$ cat src/hw/rtl/ibs_pkg.sv
// ----------------------------------------------------------------------------
// ibs_pkg: shared types for the integer block sorter
// Command word passed from the intake stage to the sort engine, plus queue
// sizing.
// ----------------------------------------------------------------------------
package ibs_pkg;

  localparam int unsigned VALUE_W     = 32;
  localparam int unsigned QUEUE_DEPTH = 2;

  // One classified input item
  typedef struct packed {
    logic signed [VALUE_W-1:0] value;
    logic                      store;  // element goes into the buffer
    logic                      close;  // item ends the set
    logic                      ovf;    // set has dropped at least one element
  } ibs_cmd_t;

endpackage

$ cat src/hw/rtl/ibs_queue.sv
// ----------------------------------------------------------------------------
// ibs_queue: command queue
// Small register FIFO between the intake stage and the sort engine.
// ----------------------------------------------------------------------------
module ibs_queue (
  input  logic              clk_i,
  input  logic              rst_ni,
  input  logic              push_i,
  input  ibs_pkg::ibs_cmd_t push_data_i,
  output logic              full_o,
  input  logic              pop_i,
  output logic              valid_o,
  output ibs_pkg::ibs_cmd_t pop_data_o
);
  import ibs_pkg::*;

  localparam int unsigned PTR_W = (QUEUE_DEPTH > 1) ? $clog2(QUEUE_DEPTH) : 1;
  localparam int unsigned CNT_W = $clog2(QUEUE_DEPTH + 1);

  ibs_cmd_t             entry_q [QUEUE_DEPTH];
  logic [PTR_W-1:0]     wp_q, rp_q;
  logic [CNT_W-1:0]     cnt_q;

  assign full_o     = (cnt_q == CNT_W'(QUEUE_DEPTH));
  assign valid_o    = (cnt_q != '0);
  assign pop_data_o = entry_q[rp_q];

  // storage, no reset needed
  always_ff @(posedge clk_i) begin
    if (push_i) begin
      entry_q[wp_q] <= push_data_i;
    end
  end

  // pointers and fill level
  always_ff @(posedge clk_i or negedge rst_ni) begin
    if (!rst_ni) begin
      wp_q  <= '0;
      rp_q  <= '0;
      cnt_q <= '0;
    end else begin
      if (push_i) begin
        wp_q <= (wp_q == PTR_W'(QUEUE_DEPTH - 1)) ? '0 : wp_q + 1'b1;
      end
      if (pop_i) begin
        rp_q <= (rp_q == PTR_W'(QUEUE_DEPTH - 1)) ? '0 : rp_q + 1'b1;
      end
      if (push_i && !pop_i) begin
        cnt_q <= cnt_q + 1'b1;
      end else if (pop_i && !push_i) begin
        cnt_q <= cnt_q - 1'b1;
      end
    end
  end

endmodule

$ cat src/hw/rtl/ibs_front.sv
// ----------------------------------------------------------------------------
// ibs_front: intake stage
// Accepts input items, tracks buffer fill per set and tags each item as
// stored or dropped before queueing it.
// ----------------------------------------------------------------------------
module ibs_front #(
  parameter int unsigned MAX_ITEMS = 16
) (
  input  logic                        clk_i,
  input  logic                        rst_ni,
  input  logic                        in_valid_i,
  output logic                        in_stall_o,
  input  logic signed [31:0]          value_i,
  input  logic                        last_item_i,
  input  logic                        q_full_i,
  output logic                        push_o,
  output ibs_pkg::ibs_cmd_t           cmd_o
);
  import ibs_pkg::*;

  localparam int unsigned CNT_W = $clog2(MAX_ITEMS + 1);

  logic [CNT_W-1:0] cnt_q, cnt_d;
  logic             drop_q, drop_d;
  logic             room;

  assign in_stall_o = q_full_i;
  assign push_o     = in_valid_i && !q_full_i;
  assign room       = (cnt_q < CNT_W'(MAX_ITEMS));

  // classify the item
  always_comb begin
    cmd_o.value = value_i;
    cmd_o.store = room;
    cmd_o.close = last_item_i;
    cmd_o.ovf   = drop_q || !room;
  end

  // per-set fill tracking
  always_comb begin
    cnt_d  = cnt_q;
    drop_d = drop_q;
    if (push_o) begin
      if (last_item_i) begin
        cnt_d  = '0;
        drop_d = 1'b0;
      end else if (room) begin
        cnt_d = cnt_q + 1'b1;
      end else begin
        drop_d = 1'b1;
      end
    end
  end

  always_ff @(posedge clk_i or negedge rst_ni) begin
    if (!rst_ni) begin
      cnt_q  <= '0;
      drop_q <= 1'b0;
    end else begin
      cnt_q  <= cnt_d;
      drop_q <= drop_d;
    end
  end

endmodule

$ cat src/hw/rtl/ibs_back.sv
// ----------------------------------------------------------------------------
// ibs_back: sort engine
// Buffers elements in a memory, runs an exchange sort pass by pass with one
// comparator and emits each pass minimum through an output register.
// ----------------------------------------------------------------------------
module ibs_back #(
  parameter int unsigned MAX_ITEMS = 16
) (
  input  logic                clk_i,
  input  logic                rst_ni,
  input  logic                q_valid_i,
  input  ibs_pkg::ibs_cmd_t   cmd_i,
  output logic                pop_o,
  output logic                out_valid_o,
  input  logic                out_stall_i,
  output logic signed [31:0]  sorted_value_o,
  output logic                final_result_o,
  output logic                overflow_o
);
  import ibs_pkg::*;

  localparam int unsigned IDX_W = $clog2(MAX_ITEMS);
  localparam int unsigned CNT_W = $clog2(MAX_ITEMS + 1);

  localparam logic [2:0] S_IDLE  = 3'd0;
  localparam logic [2:0] S_HEAD  = 3'd1;
  localparam logic [2:0] S_FIRST = 3'd2;
  localparam logic [2:0] S_SCAN  = 3'd3;
  localparam logic [2:0] S_EMIT  = 3'd4;

  logic [2:0]                state_q, state_d;
  logic [CNT_W-1:0]          wptr_q, wptr_d;
  logic [CNT_W-1:0]          n_q, n_d;
  logic [CNT_W-1:0]          i_q, i_d;
  logic [CNT_W-1:0]          k_q, k_d;
  logic [CNT_W-1:0]          k_prev;
  logic                      ovf_q, ovf_d;
  logic signed [VALUE_W-1:0] cur_q, cur_d;

  // element buffer, one write and one registered read port
  logic signed [VALUE_W-1:0] mem [MAX_ITEMS];
  logic signed [VALUE_W-1:0] rdata_q;
  logic                      we;
  logic [IDX_W-1:0]          waddr, raddr;
  logic signed [VALUE_W-1:0] wdata;

  // output register
  logic                      out_valid_q, out_valid_d;
  logic signed [VALUE_W-1:0] out_value_q, out_value_d;
  logic                      out_final_q, out_final_d;
  logic                      out_ovf_q, out_ovf_d;
  logic                      out_free;

  assign out_free       = !out_valid_q || !out_stall_i;
  assign out_valid_o    = out_valid_q;
  assign sorted_value_o = out_value_q;
  assign final_result_o = out_final_q;
  assign overflow_o     = out_ovf_q;
  assign pop_o          = (state_q == S_IDLE) && q_valid_i;
  assign k_prev         = k_q - 1'b1;

  // sequencer
  always_comb begin
    state_d     = state_q;
    wptr_d      = wptr_q;
    n_d         = n_q;
    i_d         = i_q;
    k_d         = k_q;
    ovf_d       = ovf_q;
    cur_d       = cur_q;
    we          = 1'b0;
    waddr       = wptr_q[IDX_W-1:0];
    wdata       = cmd_i.value;
    raddr       = '0;
    out_valid_d = out_valid_q && out_stall_i;
    out_value_d = out_value_q;
    out_final_d = out_final_q;
    out_ovf_d   = out_ovf_q;

    unique case (state_q)
      S_IDLE: begin
        if (q_valid_i) begin
          if (cmd_i.store) begin
            we     = 1'b1;
            wptr_d = wptr_q + 1'b1;
          end
          if (cmd_i.close) begin
            n_d     = wptr_q + CNT_W'(cmd_i.store);
            wptr_d  = '0;
            ovf_d   = cmd_i.ovf;
            i_d     = '0;
            state_d = S_HEAD;
          end
        end
      end
      S_HEAD: begin
        raddr   = i_q[IDX_W-1:0];
        k_d     = i_q + 1'b1;
        state_d = S_FIRST;
      end
      S_FIRST: begin
        cur_d = rdata_q;
        if (k_q < n_q) begin
          raddr   = k_q[IDX_W-1:0];
          k_d     = k_q + 1'b1;
          state_d = S_SCAN;
        end else begin
          state_d = S_EMIT;
        end
      end
      S_SCAN: begin
        // rdata_q holds entry k-1; swap it with the running minimum if smaller
        if (rdata_q < cur_q) begin
          we    = 1'b1;
          waddr = k_prev[IDX_W-1:0];
          wdata = cur_q;
          cur_d = rdata_q;
        end
        if (k_q < n_q) begin
          raddr = k_q[IDX_W-1:0];
          k_d   = k_q + 1'b1;
        end else begin
          state_d = S_EMIT;
        end
      end
      S_EMIT: begin
        if (out_free) begin
          out_valid_d = 1'b1;
          out_value_d = cur_q;
          out_final_d = (i_q + 1'b1 == n_q);
          out_ovf_d   = ovf_q;
          if (i_q + 1'b1 == n_q) begin
            state_d = S_IDLE;
          end else begin
            i_d     = i_q + 1'b1;
            state_d = S_HEAD;
          end
        end
      end
      default: begin
        state_d = S_IDLE;
      end
    endcase
  end

  // memory
  always_ff @(posedge clk_i) begin
    if (we) begin
      mem[waddr] <= wdata;
    end
    rdata_q <= mem[raddr];
  end

  // payload registers
  always_ff @(posedge clk_i) begin
    n_q         <= n_d;
    i_q         <= i_d;
    k_q         <= k_d;
    ovf_q       <= ovf_d;
    cur_q       <= cur_d;
    out_value_q <= out_value_d;
    out_final_q <= out_final_d;
    out_ovf_q   <= out_ovf_d;
  end

  // control registers
  always_ff @(posedge clk_i or negedge rst_ni) begin
    if (!rst_ni) begin
      state_q     <= S_IDLE;
      wptr_q      <= '0;
      out_valid_q <= 1'b0;
    end else begin
      state_q     <= state_d;
      wptr_q      <= wptr_d;
      out_valid_q <= out_valid_d;
    end
  end

endmodule

$ cat src/hw/rtl/integer_block_sorter.sv
// ----------------------------------------------------------------------------
// integer_block_sorter: block sorter for signed 32-bit values
//
//   channel  direction  handshake             payload
//   input    in         in_valid_i/in_stall_o value_i, last_item_i
//   output   out        out_valid_o/out_stall_i sorted_value_o,
//                                             final_result_o, overflow_o
//
// Items load at one per cycle through a two-entry command queue while the
// sort engine is idle. A set of n elements is sorted by one comparator
// working on the buffer memory's single read port: pass i scans n-i-1
// entries. Input is stalled only while the queue is full; the output
// register holds a result while out_stall_i is high. Reset clears control
// state only.
// ----------------------------------------------------------------------------
module integer_block_sorter #(
  parameter int unsigned MAX_ITEMS = 16
) (
  input  logic               clk_i,
  input  logic               rst_ni,
  input  logic               in_valid_i,
  output logic               in_stall_o,
  input  logic signed [31:0] value_i,
  input  logic               last_item_i,
  output logic               out_valid_o,
  input  logic               out_stall_i,
  output logic signed [31:0] sorted_value_o,
  output logic               final_result_o,
  output logic               overflow_o
);
  import ibs_pkg::*;

  logic     q_push, q_full, q_pop, q_valid;
  ibs_cmd_t push_cmd, pop_cmd;

  ibs_front #(.MAX_ITEMS(MAX_ITEMS)) u_front (
    .clk_i       (clk_i),
    .rst_ni      (rst_ni),
    .in_valid_i  (in_valid_i),
    .in_stall_o  (in_stall_o),
    .value_i     (value_i),
    .last_item_i (last_item_i),
    .q_full_i    (q_full),
    .push_o      (q_push),
    .cmd_o       (push_cmd)
  );

  ibs_queue u_queue (
    .clk_i       (clk_i),
    .rst_ni      (rst_ni),
    .push_i      (q_push),
    .push_data_i (push_cmd),
    .full_o      (q_full),
    .pop_i       (q_pop),
    .valid_o     (q_valid),
    .pop_data_o  (pop_cmd)
  );

  ibs_back #(.MAX_ITEMS(MAX_ITEMS)) u_back (
    .clk_i          (clk_i),
    .rst_ni         (rst_ni),
    .q_valid_i      (q_valid),
    .cmd_i          (pop_cmd),
    .pop_o          (q_pop),
    .out_valid_o    (out_valid_o),
    .out_stall_i    (out_stall_i),
    .sorted_value_o (sorted_value_o),
    .final_result_o (final_result_o),
    .overflow_o     (overflow_o)
  );

  // queue never written while full, never read while empty
  a_no_push_full: assert property (@(posedge clk_i) disable iff (!rst_ni)
    q_push |-> !q_full)
    else $error("command pushed into full queue");

  a_no_pop_empty: assert property (@(posedge clk_i) disable iff (!rst_ni)
    q_pop |-> q_valid)
    else $error("command popped from empty queue");

  // a full queue with no pop stays full and keeps the input stalled
  a_full_holds: assert property (@(posedge clk_i) disable iff (!rst_ni)
    q_full && !q_pop |=> q_full && in_stall_o)
    else $error("queue lost an entry without a pop");

endmodule

$ cat config.mk
export PLATFORM = sky130hd
export DESIGN_NAME = integer_block_sorter
export DESIGN_NICKNAME = d
export VERILOG_FILES = /design/src/hw/rtl/ibs_pkg.sv /design/src/hw/rtl/ibs_queue.sv /design/src/hw/rtl/ibs_front.sv /design/src/hw/rtl/ibs_back.sv /design/src/hw/rtl/integer_block_sorter.sv
export SDC_FILE = /design/constraint.sdc
export NUM_CORES = 1
export LEC_CHECK = 0
export ABC_AREA = 0
export BUFFER_PORTS_ARGS = -buffer_cell sky130_fd_sc_hd__clkbuf_2
export CORE_UTILIZATION = 38
export CTS_BUF_LIST = sky130_fd_sc_hd__clkbuf_8 sky130_fd_sc_hd__clkbuf_16
export DETAILED_ROUTE_END_ITERATION = 8
export MAX_ROUTING_LAYER = met4
export SYNTH_ARGS = -nofsm -noshare
export SYNTH_HDL_FRONTEND = slang
export SYNTH_HIERARCHICAL = 1
export SYNTH_SLANG_ARGS = --single-unit
$ cat constraint.sdc
create_clock -name clk_i -period 5.1 [get_ports clk_i]
set_input_delay 1.02 -clock clk_i [delete_from_list [all_inputs] [get_ports clk_i]]
set_output_delay 1.02 -clock clk_i [all_outputs]
set_load 0.05 [all_outputs]
==> impl_metrics.yaml, run 1 <==
sta:
  hold_ws_ns: 0.361
  worstMarginPinSlew_ns: 1.23
  final_max_slew_viol_count: 0
  finalSetupTns_ns: 0
  setup_viol: 0
  maxSlewHeadroom_pct: 18.2
  fmax_ghz: 0.217
  period_needed_ns: 4.62
  finalHoldViolations: 0
  period_share_pct: 90.5
  skew_ns: 0.0277
  rsz0062_at_grt: "false"
route:
  vias: 15800
  drt_iter0_drc: 1334
  wirelength_um: 67500
  routedWlPerCell_um: 22.9
  drtPass1Iterations: 5
  drcViolationCount: 0
  avgViaCountPerCell: 5.36
  antenna_left: 0
layout:
  nets: 2004
  antenna_cells: 0
  final_area_um2: 32700
  syn_to_final_growth_pct: 14.5
  drive_gt1_share_pct: 17.4
hold_path:
  hp-class: "primary input to asynchronous set/reset pin"
worst_setup_path:
  r2r-start: "u_back/cur_q[31]$_DFFE_PP_"
  slowest_stage: "nor3b_4"
  cpPeakStageDelay_ns: 0.52
  crit_top_cell: "nor3_1"
  cp_cell_sequence: "inv_1 > ha_1 > nand4_1 > nor3_1 > nand3_1 > a311oi_1 > nor3_1 > nor3b_4 > a21oi_1 > nor3_4 > buf_4"
  crit_fanout: 25
  critPathLaunch: "u_back/cur_q[31]$_DFFE_PP_"
  path_class: "flip-flop to flip-flop"
  worstSetupEndpointType: "flip-flop"
  cp.arrival_ns: 4.86
  critPathLaunchType: "flip-flop"
  cp.required_ns: 5.34
synth:
  synth_enable_flop_cells: 664
  synth.avg_cell_area_um2: 15.6
  synth_cells: 1837
  syn_nets: 1917
  synthesis.area_um2: 28600
  seq_area_frac_synth_pct: 73.7
  async_flop_share_pct: 2.66
  ys.flop_type: "edfxtp_1"
  ys_warn_count: 6
  synth.distinct_cells: 63
  synth_seq_cells: 715
clock_tree:
  cts-htree-levels: 3
  numCtsBuffers: 75
  post-cts-setup-buffer-count: 0
  clockRootBuffer: "clkbuf_16"
  ctsHoldBuffers: 0
  cts.sinks: 715
  worstSkewPairLatency_ns: 0.63
  cts_resized: 0
  clkTransAtPathRegs_ns: 0.06
  clk_path_buf_depth: 3
  cts_tree: "yes"
global_routing:
  grt_overflow: 0
  grt_pass1_vias: 16000
  grt_pass1_wl_um: 101000
  grt_usage_pct: 18.3
  grt_max_degree: 76
  antenna_found_initial: 1
die:
  die-area_um2: 76300
  die_w_um: 276
  die_y_um: 276
  fp-row-count: 100
  io-pin-count: 73
  coreArea_um2: 74400
  initial_core_util_pct: 38.4
placement:
  portBuffers: 72
  gp_congestion: 0.800
  place_area_um2: 30200
  hpwl_um: 41100
power_and_ir_drop:
  p_leak_uw: 0.0120
  power_density_nw_per_um2: 686
  ir_drop_mv: 0.379
run_status:
  status: "completed"
run:
  maxCapViolations: 0
## sequential cells by signal, indices dropped and copies added, names as in the netlist
signal and flops:
u_back/cur_q 32, u_front/cnt_q 5, u_back/out_valid_o 1, u_back/rdata_q 32, u_back/n_q 5, u_back/mem 512, u_queue/rp_q 1, u_queue/wp_q 1
u_back/overflow_o 1, u_front/drop_q 1, u_back/sorted_value_o 32, u_back/ovf_q 1, u_back/final_result_o 1, u_back/state_q 3, u_back/k_q 5, u_back/i_q 5
u_back/wptr_q 5, u_queue/cnt_q 2, u_queue/entry_q 70
## metrics by stage
stage          instances  util [%]  setup WS [ns]  total power (µW)
3_5_place_dp        2816      40.6          0.533             17100
3_3_place_gp        2816      40.6          0.587             16900
6_report            2954      44.0          0.483             22500
5_1_grt             2954      44.0          0.108             23600
4_1_cts             2954      44.0          0.505             22600
2_1_floorplan       1837         -        -0.0934             14400
## synth_stat cells, types with 5 or more instances
master / count / area (µm²)
o22ai_1: 65 / 407
buf_2: 24 / 120
edfxtp_1: 664 / 19900
or3_1: 31 / 194
ha_1: 43 / 538
a32oi_1: 33 / 289
o21ai_0: 13 / 65.1
and3_1: 5 / 31.3
o21ai_1: 7 / 35.0
a211oi_1: 32 / 240
dfrtp_1: 19 / 475
xor2_1: 12 / 105
nor2_1: 36 / 135
inv_1: 44 / 165
mux2_2: 37 / 417
mux2_4: 29 / 435
and2_1: 8 / 50.1
buf_4: 35 / 263
buf_1: 7 / 26.3
mux2i_1: 134 / 1340
dfxtp_1: 32 / 641
clkbuf_1: 54 / 203
xnor2_1: 11 / 96.3
a32o_1: 31 / 310
nand3_1: 75 / 375
nand2_1: 255 / 957
nor2b_1: 8 / 50.1
nor3_1: 13 / 65.1
a21oi_1: 27 / 135
## worst max-delay path, delay by kind of cell, from the launching register on
kind	cells	cell delay, ns
AOI/OAI and AO/OA	2	0.99
adders and majority gates	1	0.42
buffers and inverters	2	0.53
and+or+nand+nor	6	1.92
DFF	1	0.36
## cells in the final DEF (no fill, tap or decap), types with 5 or more instances in the layout
master,count
a211oi_1,32
clkbuf_16,75
clkbuf_8,6
mux2_4,29
buf_4,58
nor2_1,28
a32oi_1,33
clkbuf_2,72
nor2_4,9
a32o_1,31
xnor2_1,11
nor3_2,5
xor2_1,12
nand3_1,75
clkinv_1,14
nor3_1,5
inv_1,58
mux2i_1,134
a21oi_1,26
ha_1,43
edfxtp_1,664
or3_1,31
dfrtp_1,18
clkinv_2,10
and3_1,5
o21ai_0,13
nor2b_1,7
bufinv_16,9
mux2_2,37
o22ai_1,65
dfxtp_1,32
and2_1,6
nand2_1,254
## area by class of cell
cell class	instances	area [µm²]
clock buffer	81	1960
multi-input combinational	953	6900
fill	6462	41700
tap	969	1210
inverter	45	169
timing repair buffer	134	876
clock inverter	57	564
sequential	715	21100
## power breakdown
group | switching, µW | internal, µW | total [µW]
combinational | 5260 | 2690 | 7940
clock | 2260 | 3250 | 5500
sequential | 498 | 8520 | 9020
total | 8010 | 14500 | 22500
## worst paths after layout
check	endpoint	slack, ns	depth (start not counted)
worst max-delay path	u_back/mem[2][16]$_DFFE_PP_	0.48	11
worst min register to register	u_back/overflow_o$_DFFE_PP_	0.42	0
worst max register to register	u_back/mem[2][16]$_DFFE_PP_	0.48	11
worst min-delay path	u_front/cnt_q[0]$_DFFE_PN0P_	0.36	1
min in group clk_i	u_back/overflow_o$_DFFE_PP_	0.42	0
max in group asynchronous	u_queue/rp_q$_DFFE_PN0P_	4.37	1
## per-layer routing
layer / global-route usage [%] / wire length [µm]
met5: - / 0
met4: 5.44 / 1590
met3: 2.84 / 3880
met2: 28.6 / 31800
met1: 24.6 / 30200
## kinds of logic after synthesis
group / count (synthesis) / synth area share [%]
mux: 203 / 7.79
xor+xnor: 23 / 0.705
compound gates: 229 / 5.85
buf+inv: 169 / 2.98
flops: 715 / 73.7
fa+ha+maj: 43 / 1.88
simple gates: 455 / 7.13
No activity file was read; power rests on OpenSTA's default activity.
==> run 2: changes to the inputs <==
--- a/config.mk
+++ b/config.mk
@@ -5,12 +5,13 @@
 export SDC_FILE = /design/constraint.sdc
 export NUM_CORES = 1
 export LEC_CHECK = 0
-export ABC_AREA = 0
+export ABC_AREA = 1
 export BUFFER_PORTS_ARGS = -buffer_cell sky130_fd_sc_hd__clkbuf_2
 export CORE_UTILIZATION = 38
 export CTS_BUF_LIST = sky130_fd_sc_hd__clkbuf_8 sky130_fd_sc_hd__clkbuf_16
 export DETAILED_ROUTE_END_ITERATION = 8
 export MAX_ROUTING_LAYER = met4
+export PLACE_DENSITY = 0.55
 export SYNTH_ARGS = -nofsm -noshare
 export SYNTH_HDL_FRONTEND = slang
 export SYNTH_HIERARCHICAL = 1
==> impl_metrics.yaml, run 2 <==
run_status:
  status: "completed"
die:
  initial_core_util_pct: 38.5
  fp-row-count: 101
  die_w_um: 279
  io-pin-count: 73
  die_y_um: 279
  coreArea_um2: 76100
  die-area_um2: 78100
synth:
  async_flop_share_pct: 2.66
  synth_cells: 2342
  seq_area_frac_synth_pct: 72.0
  synth_xor_area_share_pct: 0.449
  synth_seq_cells: 715
  synth_top_area_cell: "edfxtp_1"
  synth.avg_cell_area_um2: 12.5
  synth_compound_area_share_pct: 2.43
  yosysMostFrequentCell: "edfxtp_1"
  synth.distinct_cells: 39
  post_synth_fa_ha_maj_area_fraction_pct: 1.84
  syn_nets: 2422
  synth_top_area_share_pct: 68.1
  synthesis.area_um2: 29300
  yosys-top-cells-count: "edfxtp_1, nand2_1, nand3_1, inv_1, buf_2"
  ys.flop_type: "edfxtp_1"
  synth_enable_flop_cells: 664
  synth_top_family_by_area: "simple AND/OR/NAND/NOR gates"
  synth-simple-area-share_pct: 17.2
  synthMuxAreaShare_pct: 1.72
  yosys-top-cells-area: "edfxtp_1, nand2_1, nand3_1, dfxtp_1, ha_1"
  ys_warn_count: 6
clock_tree:
  cts_tree: "yes"
  clk_path_buf_depth: 3
  numCtsBuffers: 74
  post-cts-setup-buffer-count: 0
  worstSkewPairLatency_ns: 0.62
  ctsHoldBuffers: 0
  cts.sinks: 715
  cts-htree-levels: 3
  clkTransAtPathRegs_ns: 0.06
  clockRootBuffer: "clkbuf_16"
  cts_resized: 0
layout:
  regMostFlops: "u_back/mem"
  final_common_cell: "edfxtp_1"
  reg_top3: "u_back/mem x512, u_queue/entry_q x70"
  nets: 2490
  final_core_util_pct: 43.5
  final_cell_mix: "edfxtp_1, nand2_1, nand3_1"
  largest_register_ffs: 512
  drive_gt1_share_pct: 13.2
  syn_to_final_growth_pct: 13.2
  antenna_cells: 0
sta:
  worstMarginPinSlew_ns: 1.16
  final_max_slew_viol_count: 0
  fmax_ghz: 0.250
  period_share_pct: 78.5
  maxSlewHeadroom_pct: 22.9
  finalSetupTns_ns: 0
  skew_ns: 0.0249
  period_needed_ns: 4.00
  finalHoldViolations: 0
  rsz0062_at_grt: "false"
  setup_viol: 0
worst_setup_path:
  crit_fanout: 12
  r2r-start: "u_back/cur_q[21]$_DFFE_PP_"
  path_buf_inv: 2
  r2r_end: "u_back/mem[10][7]$_DFFE_PP_"
  critPathLaunchType: "flip-flop"
  worstSetupEndpointType: "flip-flop"
  cp.required_ns: 5.40
  crit_top_cell: "nand2_1"
  path_delay_family: "simple AND/OR/NAND/NOR gates"
  slowest_stage: "nor2_4"
  path_class: "flip-flop to flip-flop"
  cp_cell_sequence: "inv_1 > ha_1 > a21oi_1 > nor2_1 > nor3_1 > a21oi_1 > nor2_1 > nand2_1 > nand2_1 > nand3_2 > nand2_1 > nand2_1 > nor2_1 > nand2_1 > nor2_4 > buf_4"
  cpPeakStageDelay_ns: 0.52
  cp.arrival_ns: 4.31
  r2r_slack_ns: 1.10
  rr_worst_depth: 16
global_routing:
  grt_overflow: 0
  grt_max_degree: 149
  grt_pass1_wl_um: 105000
  antenna_found_initial: 0
  grt_usage_pct: 18.3
  grt_pass1_vias: 17600
placement:
  gp_congestion: 0.800
  hpwl_um: 40300
  portBuffers: 72
power_and_ir_drop:
  ir_drop_mv: 0.552
  power_density_nw_per_um2: 693
  p_leak_uw: 0.0123
  power.total_uw: 23000
route:
  drcViolationCount: 0
  avgViaCountPerCell: 5.02
  wirelength_um: 68900
  antenna_left: 0
  drt_iter0_drc: 1240
  drtPass1Iterations: 5
  routedWlPerCell_um: 19.7
  vias: 17500
run:
  maxCapViolations: 0
hold_path:
  hp-class: "primary input to asynchronous set/reset pin"
run 2: cell type report:
class / count / area (µm²)
Fill cell: 7004 / 42900
Sequential cell: 715 / 21100
Multi-Input combinational cell: 1379 / 7070
Clock buffer: 82 / 1970
Tap cell: 1030 / 1290
Timing Repair Buffer: 141 / 966
Clock inverter: 50 / 389
Inverter: 99 / 384
run 2: worst max-delay path by stage:
| stage | depth (start not counted) | end | from | slack, ns |
|---|---|---|---|---|
| after floorplan | 13 | u_back/mem[14][0]$_DFFE_PP_ | u_back/cur_q[31]$_DFFE_PP_ | 1.42 |
| after global placement | 14 | u_back/mem[10][22]$_DFFE_PP_ | u_back/cur_q[21]$_DFFE_PP_ | 1.26 |
| after detailed placement | 14 | u_back/mem[10][17]$_DFFE_PP_ | u_back/cur_q[21]$_DFFE_PP_ | 1.20 |
| after CTS | 14 | u_back/mem[10][6]$_DFFE_PP_ | u_back/cur_q[21]$_DFFE_PP_ | 1.19 |
| after global routing | 14 | u_back/mem[10][6]$_DFFE_PP_ | u_back/cur_q[21]$_DFFE_PP_ | 0.99 |
| final | 16 | u_back/mem[10][7]$_DFFE_PP_ | u_back/cur_q[21]$_DFFE_PP_ | 1.10 |
run 2: power breakdown:
| group | leakage, µW | switching [µW] | total [µW] | internal [µW] |
|---|---|---|---|---|
| Sequential | 0.00654 | 420 | 8930 | 8510 |
| Clock | 0.00123 | 2190 | 5220 | 3030 |
| Combinational | 0.00453 | 6320 | 8800 | 2490 |
| Total | 0.0123 | 8920 | 23000 | 14000 |
run 2: layer usage:
| metal | part of all wire (%) | vias up | GRT usage, % | wire length, µm |
|---|---|---|---|---|
| li1 | - | 8351 | - | - |
| met1 | 42 | 8731 | 22.4 | 28900 |
| met2 | 51 | 352 | 31.0 | 35300 |
| met3 | 3.8 | 106 | 2.79 | 2650 |
| met4 | 3.0 | 0 | 5.94 | 2080 |
| met5 | 0 | - | - | 0 |
run 2: logic make-up after synthesis:
group           count (synthesis)
compound gates                112
xor+xnor                       15
fa+ha+maj                      43
buf+inv                       248
flops                         715
mux                            35
simple gates                 1174
run 2: metrics by stage:
step                hold slack [ns]  cell area [µm²]  cells  worst slack [ns]
global placement              0.402            30800   3364              1.26
CTS                           0.360            33100   3496              1.19
detailed placement            0.406            30800   3364              1.20
finish                        0.373            33100   3496              1.10
floorplan                     0.400            29300   2342              1.42
global route                  0.384            33100   3496             0.992
